**src/rtl/ptt_pkg.sv**
```systemverilog
// ----------------------------------------------------------------------------
// ptt_pkg
// Types and codes shared by the pending command timeout tracker.
// ----------------------------------------------------------------------------
package ptt_pkg;

    localparam int CountW = 5;

    localparam logic [2:0] CMD_BEGIN    = 3'd0;
    localparam logic [2:0] CMD_COMPLETE = 3'd1;
    localparam logic [2:0] CMD_QUERY    = 3'd2;
    localparam logic [2:0] CMD_EXPIRE   = 3'd3;
    localparam logic [2:0] CMD_CLEAR    = 3'd4;

    localparam logic [1:0] STATUS_OK        = 2'd0;
    localparam logic [1:0] STATUS_NOT_FOUND = 2'd1;
    localparam logic [1:0] STATUS_FULL      = 2'd2;
    localparam logic [1:0] STATUS_NONE      = 2'd3;

    localparam logic [31:0] TIMEOUT_RESET = 32'd1000;
    localparam logic [31:0] FIRST_ID      = 32'd1;

    typedef struct packed {
        logic [2:0]  command;
        logic [47:0] node_address;
        logic [7:0]  relay_pin;
        logic        desired_on;
        logic [31:0] now_ms;
        logic [31:0] command_id;
    } item_t;

    typedef struct packed {
        logic [1:0]        status;
        logic [31:0]       result_id;
        logic [47:0]       result_node;
        logic [7:0]        result_pin;
        logic              result_desired;
        logic [31:0]       result_sent_ms;
        logic [CountW-1:0] pending_count;
        logic              last;
    } result_t;

    typedef struct packed {
        logic [31:0] id;
        logic [47:0] node;
        logic [7:0]  pin;
        logic        wanted;
        logic [31:0] sent_ms;
    } entry_t;

endpackage

```
**src/rtl/ptt_mem.sv**
```systemverilog
// ----------------------------------------------------------------------------
// ptt_mem
// Entry table storage: one write port, one read port with registered data.
// ----------------------------------------------------------------------------
module ptt_mem #(
    parameter int DEPTH  = 16,
    parameter int ADDR_W = 4
) (
    input  logic                clk,
    input  logic                wr_en,
    input  logic [ADDR_W-1:0]   wr_addr,
    input  ptt_pkg::entry_t     wr_data,
    input  logic [ADDR_W-1:0]   rd_addr,
    output ptt_pkg::entry_t     rd_data
);

    ptt_pkg::entry_t mem [DEPTH];

    always_ff @(posedge clk)
    begin
        if (wr_en)
        begin
            mem[wr_addr] <= wr_data;
        end
    end

    always_ff @(posedge clk)
    begin
        rd_data <= mem[rd_addr];
    end

endmodule

```
**src/rtl/ptt_cmp.sv**
```systemverilog
// ----------------------------------------------------------------------------
// ptt_cmp
// Shared compare unit: id match for lookups, wrapped age test for scans.
// ----------------------------------------------------------------------------
module ptt_cmp (
    input  logic            expire_mode,
    input  ptt_pkg::entry_t entry,
    input  logic [31:0]     command_id,
    input  logic [31:0]     now_ms,
    input  logic [31:0]     timeout_ms,
    output logic            hit
);

    logic [31:0] elapsed;

    // modulo 2^32 age, so a wrapped clock still measures correctly
    assign elapsed = now_ms - entry.sent_ms;
    assign hit     = expire_mode ? (elapsed > timeout_ms) : (entry.id == command_id);

endmodule

```
**src/rtl/pending_command_timeout_tracker.sv**
```systemverilog
// ----------------------------------------------------------------------------
// pending_command_timeout_tracker
// Insertion-ordered table of outstanding relay commands with timeout scan.
// ----------------------------------------------------------------------------
//  channel  | ports                        | handshake
//  ---------+------------------------------+-------------------------------
//  command  | start, busy, item            | beat when start && !busy
//  result   | result_valid, result         | one-cycle strobe, no backpressure
//  config   | cfg_we, cfg_wdata            | timeout_ms written when cfg_we
//
//  Begin, clear and unknown codes finish in the accept cycle; busy never rises.
//  Complete, query and scan on a non-empty table walk it through the single
//  read port: a fetch and a check state per entry visited, a shift-fetch and
//  a shift-write state per entry moved on compaction, and a flush at scan end.
//  Reset empties the table and sets the next id to 1; entry storage is not
//  cleared. Results leave from a register and cannot be stalled.
// ----------------------------------------------------------------------------
module pending_command_timeout_tracker #(
    parameter int TABLE_DEPTH = 16
) (
    input  logic               clk,
    input  logic               rst_n,
    input  logic               start,
    output logic               busy,
    input  ptt_pkg::item_t     item,
    output logic               result_valid,
    output ptt_pkg::result_t   result,
    input  logic               cfg_we,
    input  logic [31:0]        cfg_wdata
);

    localparam int IDX_W = (TABLE_DEPTH > 1) ? $clog2(TABLE_DEPTH) : 1;
    localparam int CNT_W = $clog2(TABLE_DEPTH + 1);
    localparam logic [CNT_W-1:0] DEPTH_C = CNT_W'(TABLE_DEPTH);

    typedef enum logic [2:0] {
        S_IDLE,
        S_FETCH,
        S_CHECK,
        S_FLUSH,
        S_SHIFT_FETCH,
        S_SHIFT_WRITE
    } state_t;

    state_t            state_reg, state_next;
    logic [CNT_W-1:0]  ptr_reg, ptr_next;
    logic [CNT_W-1:0]  count_reg, count_next;
    logic [31:0]       next_id_reg, next_id_next;
    logic [31:0]       timeout_reg;
    ptt_pkg::item_t    item_reg, item_next;
    ptt_pkg::entry_t   held_reg, held_next;
    logic              held_valid_reg, held_valid_next;
    ptt_pkg::result_t  result_reg, result_next;
    logic              result_valid_reg, result_valid_next;

    logic              wr_en;
    logic [IDX_W-1:0]  wr_addr;
    ptt_pkg::entry_t   wr_data;
    ptt_pkg::entry_t   rd_data;
    logic              hit;
    logic [CNT_W-1:0]  ptr_inc;
    logic [CNT_W-1:0]  ptr_dec;
    logic              at_end;
    logic              expire_mode;

    assign ptr_inc     = ptr_reg + CNT_W'(1);
    assign ptr_dec     = ptr_reg - CNT_W'(1);
    assign at_end      = (ptr_inc == count_reg);
    assign expire_mode = (item_reg.command == ptt_pkg::CMD_EXPIRE);

    ptt_mem #(
        .DEPTH  (TABLE_DEPTH),
        .ADDR_W (IDX_W)
    ) u_mem (
        .clk     (clk),
        .wr_en   (wr_en),
        .wr_addr (wr_addr),
        .wr_data (wr_data),
        .rd_addr (ptr_reg[IDX_W-1:0]),
        .rd_data (rd_data)
    );

    ptt_cmp u_cmp (
        .expire_mode (expire_mode),
        .entry       (rd_data),
        .command_id  (item_reg.command_id),
        .now_ms      (item_reg.now_ms),
        .timeout_ms  (timeout_reg),
        .hit         (hit)
    );

    always_comb
    begin
        state_next        = state_reg;
        ptr_next          = ptr_reg;
        count_next        = count_reg;
        next_id_next      = next_id_reg;
        item_next         = item_reg;
        held_next         = held_reg;
        held_valid_next   = held_valid_reg;
        result_next       = '0;
        result_valid_next = 1'b0;
        wr_en             = 1'b0;
        wr_addr           = ptr_dec[IDX_W-1:0];
        wr_data           = rd_data;

        case (state_reg)
            S_IDLE:
            begin
                if (start)
                begin
                    item_next         = item;
                    ptr_next          = '0;
                    held_valid_next   = 1'b0;
                    result_valid_next = 1'b1;
                    result_next.last  = 1'b1;
                    case (item.command)
                        ptt_pkg::CMD_BEGIN:
                        begin
                            if (count_reg == DEPTH_C)
                            begin
                                result_next.status = ptt_pkg::STATUS_FULL;
                            end
                            else
                            begin
                                wr_en              = 1'b1;
                                wr_addr            = count_reg[IDX_W-1:0];
                                wr_data.id         = next_id_reg;
                                wr_data.node       = item.node_address;
                                wr_data.pin        = item.relay_pin;
                                wr_data.wanted     = item.desired_on;
                                wr_data.sent_ms    = item.now_ms;
                                count_next         = count_reg + CNT_W'(1);
                                next_id_next       = next_id_reg + 32'd1;
                                result_next.status = ptt_pkg::STATUS_OK;
                                result_next.result_id = next_id_reg;
                            end
                        end
                        ptt_pkg::CMD_COMPLETE, ptt_pkg::CMD_QUERY:
                        begin
                            if (count_reg == '0)
                            begin
                                result_next.status = ptt_pkg::STATUS_NOT_FOUND;
                            end
                            else
                            begin
                                result_valid_next = 1'b0;
                                state_next        = S_FETCH;
                            end
                        end
                        ptt_pkg::CMD_EXPIRE:
                        begin
                            if (count_reg == '0)
                            begin
                                result_next.status = ptt_pkg::STATUS_NONE;
                            end
                            else
                            begin
                                result_valid_next = 1'b0;
                                state_next        = S_FETCH;
                            end
                        end
                        ptt_pkg::CMD_CLEAR:
                        begin
                            count_next         = '0;
                            result_next.status = ptt_pkg::STATUS_OK;
                        end
                        default:
                        begin
                            result_next.status = ptt_pkg::STATUS_NOT_FOUND;
                        end
                    endcase
                end
            end
            S_FETCH:
            begin
                state_next = S_CHECK;
            end
            S_CHECK:
            begin
                if (expire_mode)
                begin
                    if (hit)
                    begin
                        // the previous hit is now known not to be the last one
                        if (held_valid_reg)
                        begin
                            result_valid_next          = 1'b1;
                            result_next.status         = ptt_pkg::STATUS_OK;
                            result_next.result_id      = held_reg.id;
                            result_next.result_node    = held_reg.node;
                            result_next.result_pin     = held_reg.pin;
                            result_next.result_desired = held_reg.wanted;
                            result_next.result_sent_ms = held_reg.sent_ms;
                        end
                        held_next       = rd_data;
                        held_valid_next = 1'b1;
                    end
                    if (at_end)
                    begin
                        state_next = S_FLUSH;
                    end
                    else
                    begin
                        ptr_next   = ptr_inc;
                        state_next = S_FETCH;
                    end
                end
                else if (hit)
                begin
                    if (item_reg.command == ptt_pkg::CMD_QUERY || at_end)
                    begin
                        if (item_reg.command != ptt_pkg::CMD_QUERY)
                        begin
                            count_next = count_reg - CNT_W'(1);
                        end
                        result_valid_next  = 1'b1;
                        result_next.status = ptt_pkg::STATUS_OK;
                        result_next.last   = 1'b1;
                        state_next         = S_IDLE;
                    end
                    else
                    begin
                        ptr_next   = ptr_inc;
                        state_next = S_SHIFT_FETCH;
                    end
                end
                else if (at_end)
                begin
                    result_valid_next  = 1'b1;
                    result_next.status = ptt_pkg::STATUS_NOT_FOUND;
                    result_next.last   = 1'b1;
                    state_next         = S_IDLE;
                end
                else
                begin
                    ptr_next   = ptr_inc;
                    state_next = S_FETCH;
                end
            end
            S_FLUSH:
            begin
                result_valid_next = 1'b1;
                result_next.last  = 1'b1;
                if (held_valid_reg)
                begin
                    result_next.status         = ptt_pkg::STATUS_OK;
                    result_next.result_id      = held_reg.id;
                    result_next.result_node    = held_reg.node;
                    result_next.result_pin     = held_reg.pin;
                    result_next.result_desired = held_reg.wanted;
                    result_next.result_sent_ms = held_reg.sent_ms;
                end
                else
                begin
                    result_next.status = ptt_pkg::STATUS_NONE;
                end
                state_next = S_IDLE;
            end
            S_SHIFT_FETCH:
            begin
                state_next = S_SHIFT_WRITE;
            end
            S_SHIFT_WRITE:
            begin
                // move entry ptr down one slot to close the gap
                wr_en = 1'b1;
                if (at_end)
                begin
                    count_next         = count_reg - CNT_W'(1);
                    result_valid_next  = 1'b1;
                    result_next.status = ptt_pkg::STATUS_OK;
                    result_next.last   = 1'b1;
                    state_next         = S_IDLE;
                end
                else
                begin
                    ptr_next   = ptr_inc;
                    state_next = S_SHIFT_FETCH;
                end
            end
            default:
            begin
                state_next = S_IDLE;
            end
        endcase

        result_next.pending_count = ptt_pkg::CountW'(count_next);
    end

    always_ff @(posedge clk or negedge rst_n)
    begin
        if (!rst_n)
        begin
            state_reg        <= S_IDLE;
            ptr_reg          <= '0;
            count_reg        <= '0;
            next_id_reg      <= ptt_pkg::FIRST_ID;
            timeout_reg      <= ptt_pkg::TIMEOUT_RESET;
            item_reg         <= '0;
            held_reg         <= '0;
            held_valid_reg   <= 1'b0;
            result_reg       <= '0;
            result_valid_reg <= 1'b0;
        end
        else
        begin
            state_reg        <= state_next;
            ptr_reg          <= ptr_next;
            count_reg        <= count_next;
            next_id_reg      <= next_id_next;
            item_reg         <= item_next;
            held_reg         <= held_next;
            held_valid_reg   <= held_valid_next;
            result_reg       <= result_next;
            result_valid_reg <= result_valid_next;
            if (cfg_we)
            begin
                timeout_reg <= cfg_wdata;
            end
        end
    end

    assign busy         = (state_reg != S_IDLE);
    assign result_valid = result_valid_reg;
    assign result       = result_reg;

    a_count_bound: assert property (@(posedge clk) disable iff (!rst_n)
        count_reg <= DEPTH_C)
        else $error("entry count above table depth");

    a_mid_beat_busy: assert property (@(posedge clk) disable iff (!rst_n)
        result_valid_reg && !result_reg.last |-> busy)
        else $error("non-final beat outside a scan");

    a_last_beat_idle: assert property (@(posedge clk) disable iff (!rst_n)
        result_valid_reg && result_reg.last |-> !busy)
        else $error("final beat while still busy");

    a_shift_slot: assert property (@(posedge clk) disable iff (!rst_n)
        state_reg == S_SHIFT_WRITE |-> ptr_reg != '0 && ptr_reg < count_reg)
        else $error("compaction pointer out of range");

    a_begin_grows: assert property (@(posedge clk) disable iff (!rst_n)
        start && !busy && item.command == ptt_pkg::CMD_BEGIN && count_reg != DEPTH_C
        |=> count_reg == $past(count_reg) + CNT_W'(1))
        else $error("begin did not append an entry");

endmodule

```
**config.mk**
```make
export PLATFORM = sky130hd
export DESIGN_NAME = pending_command_timeout_tracker
export DESIGN_NICKNAME = d
export VERILOG_FILES = /design/src/rtl/ptt_pkg.sv /design/src/rtl/ptt_mem.sv /design/src/rtl/ptt_cmp.sv /design/src/rtl/pending_command_timeout_tracker.sv
export SDC_FILE = /design/constraint.sdc
export NUM_CORES = 2
export LEC_CHECK = 0
export ABC_AREA = 1
export BUFFER_PORTS_ARGS = -buffer_cell sky130_fd_sc_hd__buf_4
export CORE_MARGIN = 2
export CORE_UTILIZATION = 55
export CTS_BUF_LIST = sky130_fd_sc_hd__clkbuf_8
export CTS_CLUSTER_DIAMETER = 100
export DETAILED_ROUTE_END_ITERATION = 12
export PLACE_DENSITY = 0.75
export SYNTH_ARGS = -nofsm -noshare
export SYNTH_HDL_FRONTEND = slang
export SYNTH_SLANG_ARGS = --single-unit
```
**constraint.sdc**
```tcl
create_clock -name clk -period 7.7 [get_ports clk]
set_input_delay 0.385 -clock clk [delete_from_list [all_inputs] [get_ports clk]]
set_output_delay 0.385 -clock clk [all_outputs]
set_load 0.05 [all_outputs]
```
# Word-level counts from Yosys, hierarchy flattened
# Memory sizes are Yosys's and may differ from the RTL's. A register that Yosys moved wholly into a read port is not among the register bits.
# Cells that the tools add are included.
dict set report totals {
  ff_bits 391
  latch_bits 0
  mem_bits_rw 1936
  romBits 0
  in_bits 160
  output_inout_bits 131
  elab_cells 149
  memories 1
}
# name words word_bits rd rd_clocked_by_memory_dff write_ports line
set memory_table {}
lappend memory_table {u_mem.mem 16 121 1 1 1 ptt_mem.sv:17} ;# ptt_pkg::entry_t mem [DEPTH];
dict set report op_classes {
  add_sub_neg 6
  n_mul 0
  div_mod_pow 0
  order_cmp 1
  n_eq_ne 27
  n_shift 0
  n_mux 75
  n_bitwise 1
  n_reduce_logical 16
}
# cell n
set op_table {}
lappend op_table {{$mux W121} 8}
lappend op_table {{$pmux W89 S2} 1}
lappend op_table {{$pmux W32 S3} 1}
lappend op_table {{$mux W32} 2}
lappend op_table {{$mux W5} 12}
lappend op_table {{$mux W34} 1}
lappend op_table {{$add A32 B1 Y32 const B} 1}
lappend op_table {{$eq A32 B32 Y1} 1}
lappend op_table {{$gt A32 B32 Y1} 1}
lappend op_table {{$sub A32 B32 Y32} 1}
lappend op_table {{$pmux W5 S3} 2}
lappend op_table {{$mux W1} 24}
lappend op_table {{$mux W3} 7}
lappend op_table {{$eq A3 B2 Y1 const B} 6}
lappend op_table {{$mux W4} 4}
lappend op_table {{$ne A2 B2 Y1 const B} 8}
lappend op_table {{$pmux W3 S5} 1}
lappend op_table {{$add A5 B1 Y5 const B} 2}
lappend op_table {{$mux W2} 5}
lappend op_table {{$pmux W5 S2} 1}
lappend op_table {{$eq A3 B3 Y1 const B} 3}
lappend op_table {{$reduce_and A3 Y1} 3}
lappend op_table {{$reduce_and A9 Y1} 1}
lappend op_table {{$pmux W1 S4} 2}
lappend op_table {{other kinds (23)} 28}

# Depth between registers and ports, before layout
dict set report depth {
  word_depth 7
  depth_mapped 27
  depth_no_buf 26
}

# Modules after synthesis
# Synthesis repeated with hierarchy kept, for this count alone.
dict set report hier_totals {
  hier_cells 10560
  area_unflattened_um2 105541.2
}
# module instances cells_per_inst area_per_inst_um2 seq_area_each_um2
set by_module_without_submodules {}
lappend by_module_without_submodules {ptt_mem 1 7935 85057.8 60558.1}
lappend by_module_without_submodules {pending_command_timeout_tracker 1 1924 16828.6 9793.1}
lappend by_module_without_submodules {ptt_cmp 1 701 3654.8 0.0}

# Least setup slack after synthesis
# No wires, ideal clock.
dict set report synth_path {
  path_type {register -> register}
  startpoint {reg result[1] (netlist name)}
  endpoint {mem u_mem.mem[15][0] in the netlist's numbering (enable)}
  setup_ns 0.602
  arrival_time_ns 7.176
  required_time_ns 7.098
  slack_ns -0.078
  stages_incl_launch_ff 12
  n_path_buf 0
  synth_period_minus_slack_ns 7.778
  cell_sequence {dfrtp_1 > inv_1 > ha_1 > inv_1 > nor3_4 > nand2_1 > nand2_2 > nor3_4 > inv_2 > o21ai_1 > nand3_1 > nor2_1}
}
# item line
set synth_rtl {}
lappend synth_rtl {{to (decl)} ptt_mem.sv:17}

==> flow_metrics.tcl <==
set metrics [dict create \
    grt_pass1_vias 63900 \
    clk_pin_slew_worst_paths_ns 0.07 \
    final-instance-count-excl-fill 10800 \
    finalCriticalPeriod_ns 5.49 \
    hold_buffers 208 \
    place_ws_ns 2.32 \
    drv_cap 0 \
    reg2reg_to "result[66]" \
    crit_required_ns 8.65 \
    netlist_top_cells_count "edfxtp_1 (1936), o21ai_0 (1139), nand2_1 (1074)" \
    status "finished, final reports clean" \
    synth-edff-count 1936 \
    synth_warnings 0 \
    cts_root_buf "clkbuf_8" \
    viasPerCell 6.09 \
    reg2reg_depth 23 \
    ys_async_sr_fraction 0.160 \
    worst_slack_ns 2.21 \
    antenna_found_initial 6 \
    synth_nets 7864 \
    dp.cells 9925 \
    setup_viol 0 \
    start_util 0.555 \
    fp.dieW_um 421 \
    cp.arrival_ns 6.44 \
    timing.rr.start "item_reg[34]" \
    fin_util 0.636 \
    hold_violations 0 \
    startpoint "item_reg[34]" \
    grt_pass1_wl_um 390000 \
    antenna_left 0 \
    numCtsBuffers 380 \
    cts_resized 0 \
    io_pins 291 \
    period_share 0.713 \
    worstPathMaxFanout 80 \
    powerDensity_nw_per_um2 366 \
    crit_type "reg -> reg" \
    first_pass_iters 6 \
    critPathCaptureType "register" \
    dp_hpwl_um 131000 \
    maxSlewHeadroom 0.0645 \
    rrSetupSlack_ns 2.21 \
    drv_slew 0 \
    max_freq_mhz 182 \
    wire_per_inst_um 24.4 \
    drt_iter0_drc 8682 \
    grt.total_usage 0.294 \
    row_count 152 \
    fin_skew_ns 0.0917 \
    syn_area_per_cell_sq_um 12.5 \
    vias 65900 \
    clk_latency_ns 1.09 \
    worst_slew_pin_slew_ns 1.40 \
    netlist.area_leader.share 0.609 \
    fin_tns_setup_ns 0 \
    drt_wl_total_um 265000 \
    dieArea_sq_um 177000 \
    nNetsFinal 8434 \
    cts_tree "yes" \
    yosys_register_bits 2448 \
    h-tree-depth 5 \
    syn_inst 7635 \
    p_leak_uw 0.0402 \
    ys_seq_area_frac 0.737 \
    rsz0062_at_grt "false" \
    area_delta_synth_final_pct 14.7 \
    critPathLaunchType "register" \
    synthDistinctLibCells 51 \
    cts.sinks 2448 \
    max-vdd-ir-drop_uv 296 \
    port_buffers 290 \
    die_h_um 421 \
    post_cts_buffers 0 \
    drive_above_1_share 0.116 \
    critPathCapture "result[66]" \
    grt_max_degree 163 \
    ys.flop_type "edfxtp_1" \
    hold_class "in -> reg" \
    gp_congestion 0.910 \
    core_sq_um 172000 \
    yosys.area.top_type "edfxtp_1" \
    synth.most_common_cell "edfxtp_1" \
    drc_errors 0 \
    largest_reg_flops 1936 \
    gr-total-overflow 0 \
    clk_path_buf_depth 4 \
    synth_area_leaders "edfxtp_1 (61%), dfrtp_1 (10%), o21ai_0 (6.0%)" \
    syn_area_sq_um 95500 \
]
==> through the flow <==
stage / hold WS, ns / total power, uW / cell area (sq um)
2_1_floorplan: 0.0894 / 25500 / 95500
3_3_place_gp: 0.433 / 29400 / 100000
3_5_place_dp: 0.443 / 29800 / 100000
4_1_cts: 0.00396 / 39900 / 109000
5_1_grt: 0.0715 / 42000 / 109000
6_report: 0.0425 / 40100 / 110000
==> final cells by class <==
type	count	area (sq um)
clock buffer	410	5640
timing repair buffer	670	5860
tap	2310	2890
antenna	3	7.51
sequential	2448	70400
multi-input combinational	4421	22300
fill	12500	62600
inverter	284	1090
clock inverter	278	1380
==> worst max-delay path, cell delays in order, from the launching register on <==
cell and delay (ns):
dfrtp_1 0.38, ha_1 0.37, a21oi_1 0.18, nand2_1 0.10, a21oi_1 0.39, o21ai_0 0.29
nand2_1 0.12, nand3_1 0.13, nand3_1 0.12, nand2_1 0.05, nand2_1 0.05, nand2_1 0.06
ha_1 0.29, nand2_1 0.07, nor2_1 0.12, nand4_1 0.16, nor2_1 0.25, nand2_1 0.10
nand2_2 0.10, nand3_4 0.51, nand2_4 0.72, buf_12 0.38, nand2_1 0.12, nor2_1 0.12
==> metal layers <==
metal / GRT usage / vias up / share of wire / wire length, um
met5: 0 / - / 0.00012 / 33
met4: 0.119 / 4 / 0.034 / 9020
met3: 0.0563 / 568 / 0.11 / 28800
met2: 0.468 / 4106 / 0.47 / 125000
met1: 0.403 / 32300 / 0.38 / 102000
li1: - / 29000 / - / -
==> logic make-up (layout without fill, tap and decap cells) <==
| logic type | after synthesis | after routing | share of synthesized area |
|---|---|---|---|
| flip-flops | 2448 | 2448 | 0.737 |
| AO/OA/AOI/OAI | 2239 | 2239 | 0.131 |
| AND/OR/NAND/NOR | 2040 | 2040 | 0.0841 |
| buffers and inverters | 766 | 1642 | 0.0319 |
| XOR/XNOR | 72 | 72 | 0.00660 |
| adder cells (fa/ha/maj) | 69 | 69 | 0.00912 |
| multiplexers | 1 | 1 | 0.000118 |
| other | 0 | 3 | 0 |
==> layout by cell type (no fill, tap or decap), types with 5 or more instances in the layout <==
master	n
edfxtp_1	1936
o21ai_0	1122
nand2_1	1073
nor2_1	770
a21oi_1	550
buf_4	438
inv_1	428
clkbuf_8	410
dfrtp_1	380
o22ai_1	274
o221ai_1	241
dlygate4sd3_1	207
dfxtp_1	121
nand3_1	85
clkinv_1	75
ha_1	68
xor2_1	43
clkinv_2	34
nand4_1	32
xnor2_1	29
nor3_1	27
buf_12	23
nor2_4	19
o21ai_1	19
bufinv_16	10
nor4_1	9
o211ai_1	8
dfstp_2	7
o21a_1	6
clkinvlp_4	6
a31oi_1	5
==> worst min path at each step <==
stage | start | end | slack, ns | cells after the start
after floorplan | rst_n | held_reg[0] | 0.09 | 0
after global placement | rst_n | timeout_reg[23] | 0.43 | 1
after detailed placement | rst_n | timeout_reg[22] | 0.44 | 1
after CTS | item[27] | item_reg[27] | 0.004 | 4
after global routing | item[87] | u_mem.mem[5][55] | 0.07 | 3
final | item[91] | u_mem.mem[2][59] | 0.04 | 3
==> power by group <==
| part | internal [uW] | leakage, uW | total [uW] | switching [uW] |
|---|---|---|---|---|
| registers | 17000 | 0.0236 | 17700 | 708 |
| logic | 3570 | 0.0125 | 12300 | 8760 |
| clock network | 5220 | 0.00416 | 10100 | 4900 |
| total | 25700 | 0.0402 | 40100 | 14400 |
No activity file was read; power rests on OpenSTA's default activity.
